### config.mk
export PLATFORM = sky130hd
export DESIGN_NAME = http_chunked_body_decoder_core
export DESIGN_NICKNAME = d
export VERILOG_FILES = /design/src/hdl/hcbd_pkg.sv /design/src/hdl/hcbd_front.sv /design/src/hdl/hcbd_queue.sv /design/src/hdl/hcbd_back.sv /design/src/hdl/http_chunked_body_decoder_core.sv
export VERILOG_INCLUDE_DIRS = /design/src /design/src/hdl
export SDC_FILE = /design/constraint.sdc
export NUM_CORES = 1
export LEC_CHECK = 0
export BUFFER_PORTS_ARGS = -buffer_cell sky130_fd_sc_hd__buf_2
export CAP_MARGIN = 10
export CORE_MARGIN = 4
export CORE_UTILIZATION = 45
export DETAILED_ROUTE_END_ITERATION = 16
export GPL_TIMING_DRIVEN = 0
export PLACE_DENSITY = 0.6
export SYNTH_ARGS = -nofsm -noshare
export SYNTH_HDL_FRONTEND = slang
export SYNTH_SLANG_ARGS = --single-unit
### constraint.sdc
create_clock -name clk -period 6 [get_ports clk]
set_input_delay 0.6 -clock clk [delete_from_list [all_inputs] [get_ports clk]]
set_output_delay 0.6 -clock clk [all_outputs]
set_load 0.01 [all_outputs]
### src/hdl/http_chunked_body_decoder_core_defines.svh
// Assertion macros shared by the chunked body decoder modules.
// Each check is sampled on the rising clock edge and is off while reset is held.
`ifndef HTTP_CHUNKED_BODY_DECODER_CORE_DEFINES_SVH
`define HTTP_CHUNKED_BODY_DECODER_CORE_DEFINES_SVH

`ifndef SYNTH
`define HCBD_ASSERT_IMP(lbl, clk_s, rst_s, ante, cons) \
    lbl: assert property (@(posedge clk_s) disable iff (!rst_s) (ante) |-> (cons)) \
        else $error("hcbd same-cycle check failed");
`define HCBD_ASSERT_NXT(lbl, clk_s, rst_s, ante, cons) \
    lbl: assert property (@(posedge clk_s) disable iff (!rst_s) (ante) |=> (cons)) \
        else $error("hcbd next-cycle check failed");
`else
`define HCBD_ASSERT_IMP(lbl, clk_s, rst_s, ante, cons)
`define HCBD_ASSERT_NXT(lbl, clk_s, rst_s, ante, cons)
`endif

`endif

### src/hdl/hcbd_pkg.sv
package hcbd_pkg;

    typedef enum logic [1:0] {
        K_DATA = 2'd0,
        K_END  = 2'd1,
        K_ERR  = 2'd2
    } kind_t;

    // One queue entry holds every result caused by one input byte.
    // The second result, when present, is always an end or error marker.
    typedef struct packed {
        logic        two;
        kind_t       kind_b;
        kind_t       kind_a;
        logic [7:0]  data;
    } hcbd_entry_t;

    localparam int Q_DEPTH = 4;
    localparam int Q_AW    = 2;
    localparam int Q_CW    = 3;

    localparam logic [7:0] CH_CR    = 8'h0D;
    localparam logic [7:0] CH_LF    = 8'h0A;
    localparam logic [7:0] CH_SPACE = 8'h20;
    localparam logic [7:0] CH_TAB   = 8'h09;

endpackage

### src/hdl/hcbd_front.sv
`include "http_chunked_body_decoder_core_defines.svh"

module hcbd_front
    import hcbd_pkg::*;
#(
    parameter int SIZE_BITS = 24
)
(
    input  logic        clk,
    input  logic        rst_n,
    input  logic        s_tvalid,
    output logic        s_tready,
    input  logic [7:0]  s_tdata,
    input  logic        s_tlast,
    output logic        q_push,
    output hcbd_entry_t q_entry,
    input  logic        q_full
);

    typedef enum logic [4:0] {
        PH_SIZE  = 5'b00001,
        PH_DATA  = 5'b00010,
        PH_TRAIL = 5'b00100,
        PH_DONE  = 5'b01000,
        PH_ERR   = 5'b10000
    } phase_t;

    phase_t                 phase_reg, phase_next;
    logic [SIZE_BITS-1:0]   size_accum_reg, size_accum_next;
    logic [SIZE_BITS-1:0]   bytes_left_reg, bytes_left_next;
    logic                   closed_reg, closed_next;
    logic                   saw_reg, saw_next;

    logic                   accept;
    logic                   is_hex;
    logic [3:0]             hval;
    logic                   is_lf;
    logic                   is_cr;
    logic                   is_blank;
    logic                   acc_ovf;
    logic [SIZE_BITS-1:0]   acc_shift;
    logic [SIZE_BITS-1:0]   bl_dec;
    logic                   push_v;

    assign s_tready = !q_full;
    assign accept   = s_tvalid && !q_full;
    assign q_push   = accept && push_v;

    assign is_lf    = (s_tdata == CH_LF);
    assign is_cr    = (s_tdata == CH_CR);
    assign is_blank = (s_tdata inside {CH_SPACE, CH_TAB});

    // Letters a-f and A-F share their low nibble pattern: 1..6 maps to 10..15.
    always_comb
    begin
        is_hex = 1'b0;
        hval   = 4'd0;
        if (s_tdata inside {[8'h30:8'h39]})
        begin
            is_hex = 1'b1;
            hval   = s_tdata[3:0];
        end
        else if (s_tdata inside {[8'h61:8'h66], [8'h41:8'h46]})
        begin
            is_hex = 1'b1;
            hval   = s_tdata[3:0] + 4'd9;
        end
    end

    assign acc_ovf   = (size_accum_reg[SIZE_BITS-1 -: 4] != 4'd0);
    assign acc_shift = {size_accum_reg[SIZE_BITS-5:0], hval};
    assign bl_dec    = bytes_left_reg - SIZE_BITS'(1);

    always_comb
    begin
        logic [SIZE_BITS-1:0] acc_v;
        logic                 ovf_v;

        acc_v           = size_accum_reg;
        ovf_v           = 1'b0;
        phase_next      = phase_reg;
        size_accum_next = size_accum_reg;
        bytes_left_next = bytes_left_reg;
        closed_next     = closed_reg;
        saw_next        = saw_reg;
        push_v          = 1'b0;
        q_entry.data    = 8'd0;
        q_entry.kind_a  = K_DATA;
        q_entry.kind_b  = K_END;
        q_entry.two     = 1'b0;

        case (phase_reg)
            PH_SIZE:
            begin
                if (is_lf || s_tlast)
                begin
                    // The line ends here; the final byte may still carry a digit.
                    if (!is_lf && !is_cr && !closed_reg && is_hex)
                    begin
                        if (acc_ovf)
                            ovf_v = 1'b1;
                        else
                            acc_v = acc_shift;
                    end
                    size_accum_next = acc_v;
                    if (ovf_v)
                    begin
                        push_v         = 1'b1;
                        q_entry.kind_a = K_ERR;
                        phase_next     = PH_ERR;
                    end
                    else if (acc_v == '0)
                    begin
                        push_v         = 1'b1;
                        q_entry.kind_a = K_END;
                        phase_next     = PH_DONE;
                    end
                    else if (s_tlast)
                    begin
                        push_v         = 1'b1;
                        q_entry.kind_a = K_ERR;
                        phase_next     = PH_ERR;
                    end
                    else
                    begin
                        bytes_left_next = acc_v;
                        phase_next      = PH_DATA;
                    end
                end
                else if (!is_cr && !closed_reg)
                begin
                    if (is_hex)
                    begin
                        if (acc_ovf)
                        begin
                            push_v         = 1'b1;
                            q_entry.kind_a = K_ERR;
                            phase_next     = PH_ERR;
                        end
                        else
                        begin
                            size_accum_next = acc_shift;
                            saw_next        = 1'b1;
                        end
                    end
                    else if (!(is_blank && !saw_reg))
                    begin
                        closed_next = 1'b1;
                    end
                end
            end
            PH_DATA:
            begin
                push_v          = 1'b1;
                q_entry.kind_a  = K_DATA;
                q_entry.data    = s_tdata;
                bytes_left_next = bl_dec;
                if (bl_dec == '0)
                begin
                    phase_next = PH_TRAIL;
                    if (s_tlast)
                    begin
                        q_entry.two    = 1'b1;
                        q_entry.kind_b = K_END;
                    end
                end
                else if (s_tlast)
                begin
                    q_entry.two    = 1'b1;
                    q_entry.kind_b = K_ERR;
                end
            end
            PH_TRAIL:
            begin
                if (s_tlast)
                begin
                    push_v         = 1'b1;
                    q_entry.kind_a = K_END;
                end
                else if (is_lf)
                begin
                    size_accum_next = '0;
                    closed_next     = 1'b0;
                    saw_next        = 1'b0;
                    phase_next      = PH_SIZE;
                end
            end
            default:
            begin
            end
        endcase

        // The last byte of a message leaves the decoder ready for the next one.
        if (s_tlast)
        begin
            phase_next      = PH_SIZE;
            size_accum_next = '0;
            bytes_left_next = '0;
            closed_next     = 1'b0;
            saw_next        = 1'b0;
        end
    end

    always_ff @(posedge clk or negedge rst_n)
    begin
        if (!rst_n)
        begin
            phase_reg      <= PH_SIZE;
            size_accum_reg <= '0;
            bytes_left_reg <= '0;
            closed_reg     <= 1'b0;
            saw_reg        <= 1'b0;
        end
        else if (accept)
        begin
            phase_reg      <= phase_next;
            size_accum_reg <= size_accum_next;
            bytes_left_reg <= bytes_left_next;
            closed_reg     <= closed_next;
            saw_reg        <= saw_next;
        end
    end

    `HCBD_ASSERT_IMP(a_data_count_live, clk, rst_n, phase_reg == PH_DATA, bytes_left_reg != '0)

endmodule

### src/hdl/hcbd_queue.sv
`include "http_chunked_body_decoder_core_defines.svh"

module hcbd_queue
    import hcbd_pkg::*;
(
    input  logic        clk,
    input  logic        rst_n,
    input  logic        push,
    input  hcbd_entry_t wr_entry,
    output logic        full,
    input  logic        pop,
    output logic        empty,
    output hcbd_entry_t rd_entry
);

    hcbd_entry_t          slot_reg [Q_DEPTH];
    logic [Q_AW-1:0]      wr_ptr_reg;
    logic [Q_AW-1:0]      rd_ptr_reg;
    logic [Q_CW-1:0]      count_reg;
    logic [Q_CW-1:0]      count_next;

    assign full     = (count_reg == Q_CW'(Q_DEPTH));
    assign empty    = (count_reg == '0);
    assign rd_entry = slot_reg[rd_ptr_reg];

    always_comb
    begin
        count_next = count_reg;
        if (push && !pop)
            count_next = count_reg + Q_CW'(1);
        else if (pop && !push)
            count_next = count_reg - Q_CW'(1);
    end

    always_ff @(posedge clk)
    begin
        if (push)
            slot_reg[wr_ptr_reg] <= wr_entry;
    end

    always_ff @(posedge clk or negedge rst_n)
    begin
        if (!rst_n)
        begin
            wr_ptr_reg <= '0;
            rd_ptr_reg <= '0;
            count_reg  <= '0;
        end
        else
        begin
            if (push)
                wr_ptr_reg <= wr_ptr_reg + Q_AW'(1);
            if (pop)
                rd_ptr_reg <= rd_ptr_reg + Q_AW'(1);
            count_reg <= count_next;
        end
    end

    `HCBD_ASSERT_IMP(a_no_overrun, clk, rst_n, push, !full || pop)
    `HCBD_ASSERT_IMP(a_no_underrun, clk, rst_n, pop, !empty)

endmodule

### src/hdl/hcbd_back.sv
`include "http_chunked_body_decoder_core_defines.svh"

module hcbd_back
    import hcbd_pkg::*;
(
    input  logic        clk,
    input  logic        rst_n,
    input  logic        q_empty,
    input  hcbd_entry_t q_head,
    output logic        q_pop,
    output logic        m_tvalid,
    input  logic        m_tready,
    output logic [7:0]  m_tdata,
    output logic [1:0]  m_tuser,
    output logic        m_tlast
);

    logic        m_tvalid_reg, m_tvalid_next;
    logic [7:0]  m_tdata_reg, m_tdata_next;
    kind_t       m_tuser_reg, m_tuser_next;
    logic        m_tlast_reg, m_tlast_next;
    logic        pend_reg, pend_next;
    kind_t       kind_b_reg, kind_b_next;
    logic        out_free;

    assign out_free = !m_tvalid_reg || m_tready;
    assign m_tvalid = m_tvalid_reg;
    assign m_tdata  = m_tdata_reg;
    assign m_tuser  = m_tuser_reg;
    assign m_tlast  = m_tlast_reg;

    // A pending second result goes out before the next queue entry is taken.
    always_comb
    begin
        m_tvalid_next = m_tvalid_reg;
        m_tdata_next  = m_tdata_reg;
        m_tuser_next  = m_tuser_reg;
        m_tlast_next  = m_tlast_reg;
        pend_next     = pend_reg;
        kind_b_next   = kind_b_reg;
        q_pop         = 1'b0;
        if (out_free)
        begin
            if (pend_reg)
            begin
                m_tvalid_next = 1'b1;
                m_tdata_next  = 8'd0;
                m_tuser_next  = kind_b_reg;
                m_tlast_next  = 1'b1;
                pend_next     = 1'b0;
            end
            else if (!q_empty)
            begin
                q_pop         = 1'b1;
                m_tvalid_next = 1'b1;
                m_tdata_next  = q_head.data;
                m_tuser_next  = q_head.kind_a;
                m_tlast_next  = !q_head.two;
                pend_next     = q_head.two;
                kind_b_next   = q_head.kind_b;
            end
            else
            begin
                m_tvalid_next = 1'b0;
            end
        end
    end

    always_ff @(posedge clk or negedge rst_n)
    begin
        if (!rst_n)
        begin
            m_tvalid_reg <= 1'b0;
            pend_reg     <= 1'b0;
        end
        else
        begin
            m_tvalid_reg <= m_tvalid_next;
            pend_reg     <= pend_next;
        end
    end

    always_ff @(posedge clk)
    begin
        m_tdata_reg <= m_tdata_next;
        m_tuser_reg <= m_tuser_next;
        m_tlast_reg <= m_tlast_next;
        kind_b_reg  <= kind_b_next;
    end

    `HCBD_ASSERT_IMP(a_pend_has_first, clk, rst_n, pend_reg, m_tvalid_reg && !m_tlast_reg)
    `HCBD_ASSERT_NXT(a_second_is_marker, clk, rst_n, pend_reg && out_free,
        m_tvalid_reg && m_tlast_reg && (m_tuser_reg != K_DATA))

endmodule

### src/hdl/http_chunked_body_decoder_core.sv
// Chunked transfer body decoder. Raw body bytes enter on the s_ stream, one byte per
// transfer, with s_tlast marking the last byte of a received message. Decoded results
// leave on the m_ stream: m_tuser gives the kind (data byte, end of body, error),
// m_tdata the decoded byte for data results and zero otherwise, and m_tlast marks the
// last result that a given input byte caused. A byte causes zero, one or two results.
// The front stage accepts one byte in every cycle in which the result queue has room
// and updates the size-line, data and trailer state at once. A byte's first result
// is queued, then registered in the back stage. The back stage sends one result per
// cycle while m_tready is high; a byte with two results takes two transfers, and the
// four-entry queue absorbs such bursts and short receiver stalls. When the receiver
// holds m_tready low, the output holds, the queue fills and s_tready falls only once
// all four entries are taken. Reset returns the decoder to the start of a size line
// with an empty queue and no result offered; no clearing pass is needed. After each
// message's last byte the decoder is back at its reset state for the next message.
module http_chunked_body_decoder_core
    import hcbd_pkg::*;
#(
    parameter int SIZE_BITS = 24
)
(
    input  logic        clk,
    input  logic        rst_n,
    input  logic        s_tvalid,
    output logic        s_tready,
    input  logic [7:0]  s_tdata,   // [7:0] byte_value
    input  logic        s_tlast,
    output logic        m_tvalid,
    input  logic        m_tready,
    output logic [7:0]  m_tdata,   // [7:0] data_byte
    output logic [1:0]  m_tuser,   // [1:0] kind
    output logic        m_tlast
);

    logic        q_push;
    logic        q_full;
    logic        q_pop;
    logic        q_empty;
    hcbd_entry_t q_wr_entry;
    hcbd_entry_t q_rd_entry;

    // Front: parses the byte stream and classifies each byte into its results.
    hcbd_front #(
        .SIZE_BITS (SIZE_BITS)
    ) u_front (
        .clk      (clk),
        .rst_n    (rst_n),
        .s_tvalid (s_tvalid),
        .s_tready (s_tready),
        .s_tdata  (s_tdata),
        .s_tlast  (s_tlast),
        .q_push   (q_push),
        .q_entry  (q_wr_entry),
        .q_full   (q_full)
    );

    // Queue: decouples parsing from the output handshake.
    hcbd_queue u_queue (
        .clk      (clk),
        .rst_n    (rst_n),
        .push     (q_push),
        .wr_entry (q_wr_entry),
        .full     (q_full),
        .pop      (q_pop),
        .empty    (q_empty),
        .rd_entry (q_rd_entry)
    );

    // Back: expands each entry into one or two output transfers.
    hcbd_back u_back (
        .clk      (clk),
        .rst_n    (rst_n),
        .q_empty  (q_empty),
        .q_head   (q_rd_entry),
        .q_pop    (q_pop),
        .m_tvalid (m_tvalid),
        .m_tready (m_tready),
        .m_tdata  (m_tdata),
        .m_tuser  (m_tuser),
        .m_tlast  (m_tlast)
    );

endmodule

# Word level (Yosys, flattened, before mapping)
# Memories as Yosys holds them, arrays and structs flattened.
# Index checks and enable logic that the tools add are counted.
[op_classes]
add_sub_neg = 6
order_cmp = 6
reduce_logical = 40
eq_ne = 23
muxes = 81
n_bitwise = 2
[ops]
columns = ["operator", "n"]
rows = [
  ["24-bit 2-to-1 mux", 13],
  ["24-bit one-hot mux with 2 select lines", 2],
  ["24-bit zero test", 2],
  ["5-bit 2-to-1 mux", 8],
  ["1-bit 2-to-1 mux", 33],
  ["8-bit by 4-bit == test with 1-bit output (second input constant)", 3],
  ["24-bit by 1-bit subtractor with 24-bit output (second input constant)", 1],
  ["7-bit AND reduction", 3],
  ["2-bit 2-to-1 mux", 9],
  ["3-bit 2-to-1 mux", 6],
  ["3-bit inequality test (second input constant)", 6],
  ["8-bit by 7-bit greater-or-equal comparator with 1-bit output (second input constant)", 2],
  ["8-bit by 7-bit <= comparator with 1-bit output (second input constant)", 2],
  ["8-bit 2-to-1 mux", 2],
  ["3-bit by 2-bit inequality test with 1-bit output (second input constant)", 5],
  ["5-bit one-hot mux with 3 select lines", 1],
  ["1-bit logical AND", 12],
  ["4-bit 2-to-1 mux", 3],
  ["4-bit by 2-bit inequality test with 1-bit output (second input constant)", 3],
  ["5-bit AND reduction", 2],
  ["1-bit zero test", 9],
  ["8-bit by 6-bit == test with 1-bit output (second input constant)", 1],
  ["8-bit by 6-bit greater-or-equal comparator with 1-bit output (second input constant)", 1],
  ["8-bit by 6-bit <= comparator with 1-bit output (second input constant)", 1],
  ["other kinds (20)", 28],
]
[totals]
reg_bits = 77
memories = 1
elab_cells = 173
ramBits = 52
in_bits = 13
output_inout_bits = 13
[memory_table]
columns = ["name", "words", "word_bits", "rd", "rd_ports_with_merged_regs", "wr", "line", "rtl"]
rows = [
  ["u_queue.slot_reg", 4, 13, 1, 0, 1, "hcbd_queue.sv:16", "hcbd_entry_t slot_reg [Q_DEPTH];"],
]

# Logic depth before layout (Yosys ltp)
[depth]
ltp_word = 19
mapped_depth = 17
mapped_depth_nobuf = 16

# Cells and area by module
# A second synthesis with hierarchy kept.
[unflattened]
hier_cells = 603
area_unflattened_um2 = 6854.1
[by_module_without_submodules]
columns = ["mod", "seq_area_each_um2", "instances", "cells_per_inst", "area_each_um2"]
rows = [
  ["hcbd_front", 1377.6, 1, 467, 3965.1],
  ["hcbd_queue", 1736.7, 1, 102, 2299.7],
  ["hcbd_back", 440.4, 1, 34, 589.3],
]

# Least setup slack after synthesis
# Ideal clock, no wire load.
[synth_path]
kind = "input-to-reg"
from = "input s_tdata[0]"
to = "register u_queue.count_reg[2]"
t_required_ns = 5.921
path_slack_ns = 2.080
path_buffers = 1
cell_stages = 17
t_arrival_ns = 3.841
setup_ns = 0.079
cell_sequence = "inv_1 ha_1 mux2_4 a31oi_2 buf_4 inv_1 nor3_2 o2111ai_2 nor4_4 nand3_4 a311oi_4 ha_1 inv_1 fa_1 xor2_1 nor2_1 xor2_1"
[synth_between]
elab_chain_cells = 18
word_cells_on_any_way = 44
classes_between = "add/sub: 1; order compare: 6; eq/ne: 2; mux: 18; reduce/logical: 17"
[synth_lines]
columns = ["item", "line", "rtl"]
rows = [
  ["from (decl)", "http_chunked_body_decoder_core.sv:25", "input logic [7:0] s_tdata,"],
  ["8-bit by 7-bit greater-or-equal comparator with 1-bit output or 8-bit by 7-bit <= comparator with 1-bit output (tied branches)", "hcbd_front.sv:63", "else if (s_tdata inside {[8'h61:8'h66], [8'h41:8'h46]})"],
  ["1-bit logical AND", "hcbd_front.sv:63", ""],
  ["2-bit nonzero test", "hcbd_front.sv:63", ""],
  ["4-bit 2-to-1 mux or 1-bit 2-to-1 mux (tied branches)", "hcbd_front.sv:63", ""],
  ["4-bit 2-to-1 mux or 1-bit 2-to-1 mux (tied branches)", "hcbd_front.sv:58", "if (s_tdata inside {[8'h30:8'h39]})"],
  ["24-bit 2-to-1 mux or 1-bit logical AND (tied branches)", "-", ""],
  ["24-bit 2-to-1 mux", "hcbd_front.sv:98", "if (!is_lf && !is_cr && !closed_reg && is_hex)"],
  ["24-bit 2-to-1 mux", "hcbd_front.sv:95", "if (is_lf || s_tlast)"],
  ["[3 not listed]", "-", ""],
  ["1-bit 2-to-1 mux", "hcbd_front.sv:106", "if (ovf_v)"],
  ["1-bit 2-to-1 mux *", "hcbd_front.sv:95", ""],
  ["1-bit one-hot mux with 3 select lines *", "hcbd_front.sv:92", "case (phase_reg)"],
  ["1-bit logical AND *", "hcbd_front.sv:47", "assign q_push = accept && push_v;"],
  ["net q_push", "http_chunked_body_decoder_core.sv:34", "logic q_push;"],
  ["1-bit zero test", "hcbd_queue.sv:31", "else if (pop && !push)"],
  ["1-bit logical AND", "hcbd_queue.sv:31", ""],
  ["2-bit nonzero test (no source line)", "-", ""],
  ["to (signal assigned)", "hcbd_queue.sv:55", "count_reg <= count_next;"],
  ["to (decl)", "hcbd_queue.sv:19", "logic [Q_CW-1:0] count_reg;"],
]
# The timed path passes the listed nets; every way through them passes the cells marked *. The select of a mux whose other input is x is not followed.
# A chain may end at the register's enable or synchronous reset.

# Worst setup path in the final report
[layout_path]
from = "register u_front.size_accum_reg[20]"
to = "register u_queue.count_reg[2]"
[layout_between]
elab_chain_cells = 14
word_cells_on_any_way = 22
classes_between = "mux: 15; reduce/logical: 7"
[layout_lines]
columns = ["item", "line", "rtl"]
rows = [
  ["from (decl)", "hcbd_front.sv:29", "logic [SIZE_BITS-1:0] size_accum_reg, size_accum_next;"],
  ["from (signal assigned)", "hcbd_front.sv:217", "size_accum_reg <= size_accum_next;"],
  ["4-bit nonzero test", "hcbd_front.sv:70", "assign acc_ovf = (size_accum_reg[SIZE_BITS-1 -: 4] != 4'd0);"],
  ["24-bit 2-to-1 mux", "-", ""],
  ["24-bit 2-to-1 mux", "hcbd_front.sv:98", ""],
  ["24-bit 2-to-1 mux", "hcbd_front.sv:95", ""],
  ["24-bit 2-to-1 mux", "hcbd_front.sv:92", ""],
  ["24-bit zero test", "hcbd_front.sv:112", "else if (acc_v == '0)"],
  ["1-bit 2-to-1 mux", "hcbd_front.sv:112", ""],
  ["1-bit 2-to-1 mux", "hcbd_front.sv:106", ""],
  ["1-bit 2-to-1 mux *", "hcbd_front.sv:95", ""],
  ["1-bit one-hot mux with 3 select lines *", "hcbd_front.sv:92", ""],
  ["1-bit logical AND *", "hcbd_front.sv:47", ""],
  ["net q_push", "http_chunked_body_decoder_core.sv:34", ""],
  ["1-bit zero test", "hcbd_queue.sv:31", ""],
  ["1-bit logical AND", "hcbd_queue.sv:31", ""],
  ["2-bit nonzero test (no source line)", "-", ""],
]
# Marked as above.

==> results.toml <==
[timing]
clock_skew_ns = 0.007324
finalHoldViolCount = 0
setup_viol = 0
finalCritPeriodShare = 0.7111
timing.hold.ws_ns = 0.2922
relSlewSlack = 0.3882
slew_viol_final = 0
rsz0062_at_grt = "false"
fin_crit_ns = 4.267
worstMarginPinSlew_ns = 0.9144
setup_tns_ns = 0
fmax_mhz = 234.4

[logic_synthesis]
synth-simple-area-share = 0.1844
synth-edff-count = 65
syn_avg_cell_area_um2 = 10.68
synth_compound_gate_area_share = 0.1853
synth_nets = 676
synthDistinctLibCells = 77
yosysSeqAreaShare = 0.5111
synth_flop_cell = "edfxtp_1"
async_flop_share = 0.4961
yosysWarnings = 0
synth_top_family_by_area = "compound AO/OA/AOI/OAI gates"
synth_area_um2 = 6955
synthXorXnorAreaFrac = 0.01007
ys_seq_elements = 129
synth_fa_ha_area_frac = 0.02267
synth_cells = 651
muxShareOfSynthArea = 0.05415

[critical_path]
worstPathRequired_ns = 6.34
crit_fanout = 9
startpoint = "u_front.size_accum_reg[20]"
path_class = "reg2reg"
cp_data_arrival_time_ns = 4.61
startpoint_type = "flop"
endpoint_kind = "flop"
r2r_start = "u_front.size_accum_reg[20]"

[clocking]
cts.sinks = 129
clock_path_buffers = 2
cts_root_buf = "clkbuf_16"
clk_latency_ns = 0.42
cts_resized = 0
htreeDepth = 4
clkTransAtPathRegs_ns = 0.06
cts_tree = "built"
postCtsSetupBuffers = 0
cts_buffers = 17
cts-hold-fix-buffers = 0

[global_route]
grt_pass1_vias = 5237
antenna_found_initial = 0
grt_max_degree = 65
grt_pass1_wl_um = 28300
grt_overflow = 0
grt_usage = 0.2036

[die]
die_w_um = 132.3
io_pins = 26
rows = 45
die-area_um2 = 17510
start_util = 0.4592
core_um2 = 15150
die_y_um = 132.3

[power]
powerDensity_nw_per_um2 = 348.4
vdd_drop_max_mv = 0.2112
p_sw_frac = 0.2970
p_int_mw = 1.933
pwr-share-clk = 0.372
p_switching_mw = 0.8166
power_frac_seq = 0.404
p_leak_nw = 3.027
combPwrFrac = 0.224

[status]
status = "finished clean"

[detailed_routing]
drc = 0
wl_um = 17420
dr.pass1.iters = 5
first_iter_violations = 354
vias_per_cell = 6.102
via_count = 5455
wire_per_inst_um = 19.49
ant_nets = 0

[placed_design]
place.gp.congestion = 0.9111
port_buffers = 23
post-dp-hpwl_um = 12190
dp.cells = 862

[finish]
largest_register_ffs = 52
fin_nets = 718
final_cell_mix = "nand2_1 (76), edfxtp_1 (65), dfrtp_1 (63), a21oi_1 (53), nor2_1 (44)"
antenna_cells = 0
final_common_cell = "nand2_1"
drive_above_1_share = 0.1516
fillCellCount = 1334
synthToLayoutAreaGrowth_pct = 13.46
fin_cells = 894

[min_path]
worst_hold_path_type = "in2async"

[run]
cap_violations = 0
==> power by group through the flow <==
stage | Sequential (mW) | Combinational (mW) | Clock, mW
after floorplan | 1.14 | 0.433 | 0
after global placement | 1.12 | 0.610 | 0
after detailed placement | 1.13 | 0.623 | 0
after CTS | 1.11 | 0.627 | 1.04
after global routing | 1.12 | 0.683 | 1.08
final | 1.11 | 0.617 | 1.02
==> cell usage after synthesis (5+ instances only) <==
library cell,instances,area [µm²]
nor2b_1,15,93.84
nor3_1,16,80.08
nor2_1,44,165.2
nor4b_1,5,43.79
a31oi_1,16,100.1
a21oi_1,53,265.3
o22ai_1,22,137.6
o21a_1,6,45.04
and2_1,18,112.6
inv_1,18,67.56
o21ai_0,32,160.2
nor4_1,11,68.82
edfxtp_1,65,1952
buf_2,6,30.03
ha_1,11,137.6
nand2b_1,5,31.28
dfrtp_1,63,1577
a22o_1,20,175.2
nand2_1,76,285.3
mux4_2,13,292.8
clkbuf_1,26,97.59
==> logic make-up after synthesis <==
logic type,Yosys count
and+or+nand+nor,237
AOI/OAI and AO/OA,190
DFF,129
buffers and inverters,55
muxes,20
adders and majority gates,12
xor gates and xnor gates,8
==> through the flow <==
stage          setup slack, ns  power [mW]  area (µm²)    util
2_1_floorplan            2.080       1.568        6955       -
3_3_place_gp             1.442       1.734        7306  0.4824
3_5_place_dp             1.391       1.753        7308  0.4825
4_1_cts                  1.723       2.777        7891  0.5210
5_1_grt                  1.416       2.881        7891  0.5210
6_report                 1.733       2.749        7891  0.5210
==> final timing paths <==
check / cells after the start / endpoint / slack [ns]
max: 14 / u_queue.count_reg[2] / 1.73
min: 1 / u_back.pend_reg / 0.29
max reg2reg: 14 / u_queue.count_reg[2] / 1.73
min reg2reg: 2 / u_front.phase_reg[4] / 0.47
max in group asynchronous: 1 / u_front.bytes_left_reg[9] / 5.12
min in group clk: 2 / u_front.phase_reg[4] / 0.47
==> area by class of cell <==
cell class	instances	area (µm²)	area share
buffer	37	157.7	0.01998
clock buffer	18	429.2	0.05438
clock inverter	14	153.9	0.01950
inverter	18	67.56	0.008562
multi-input combinational	467	3176	0.4024
sequential	129	3555	0.4505
tap	188	235.2	0.02981
timing repair buffer	23	117.6	0.01490
==> per-layer routing <==
metal	wire length (µm)	vias to the layer above	global-route usage
met5	0	-	0
met4	436	0	0.07506
met3	767	39	0.03740
met2	8806	154	0.3483
met1	7409	2730	0.2590
li1	-	2532	-
==> worst max-delay path: stages, from the launching register on <==
cell and delay (ns):
dfrtp_1 0.36, clkbuf_1 0.19, nor4_4 0.63, nand2_1 0.32, nor2_2 0.43, a21oi_2 0.14
nor4_4 0.43, nand3_4 0.15, a311oi_4 0.40, ha_1 0.26, inv_1 0.06, fa_1 0.37
xor2_1 0.16, nor2_1 0.11, xor2_1 0.16
Note: power is estimated with default switching activity, not from simulation.
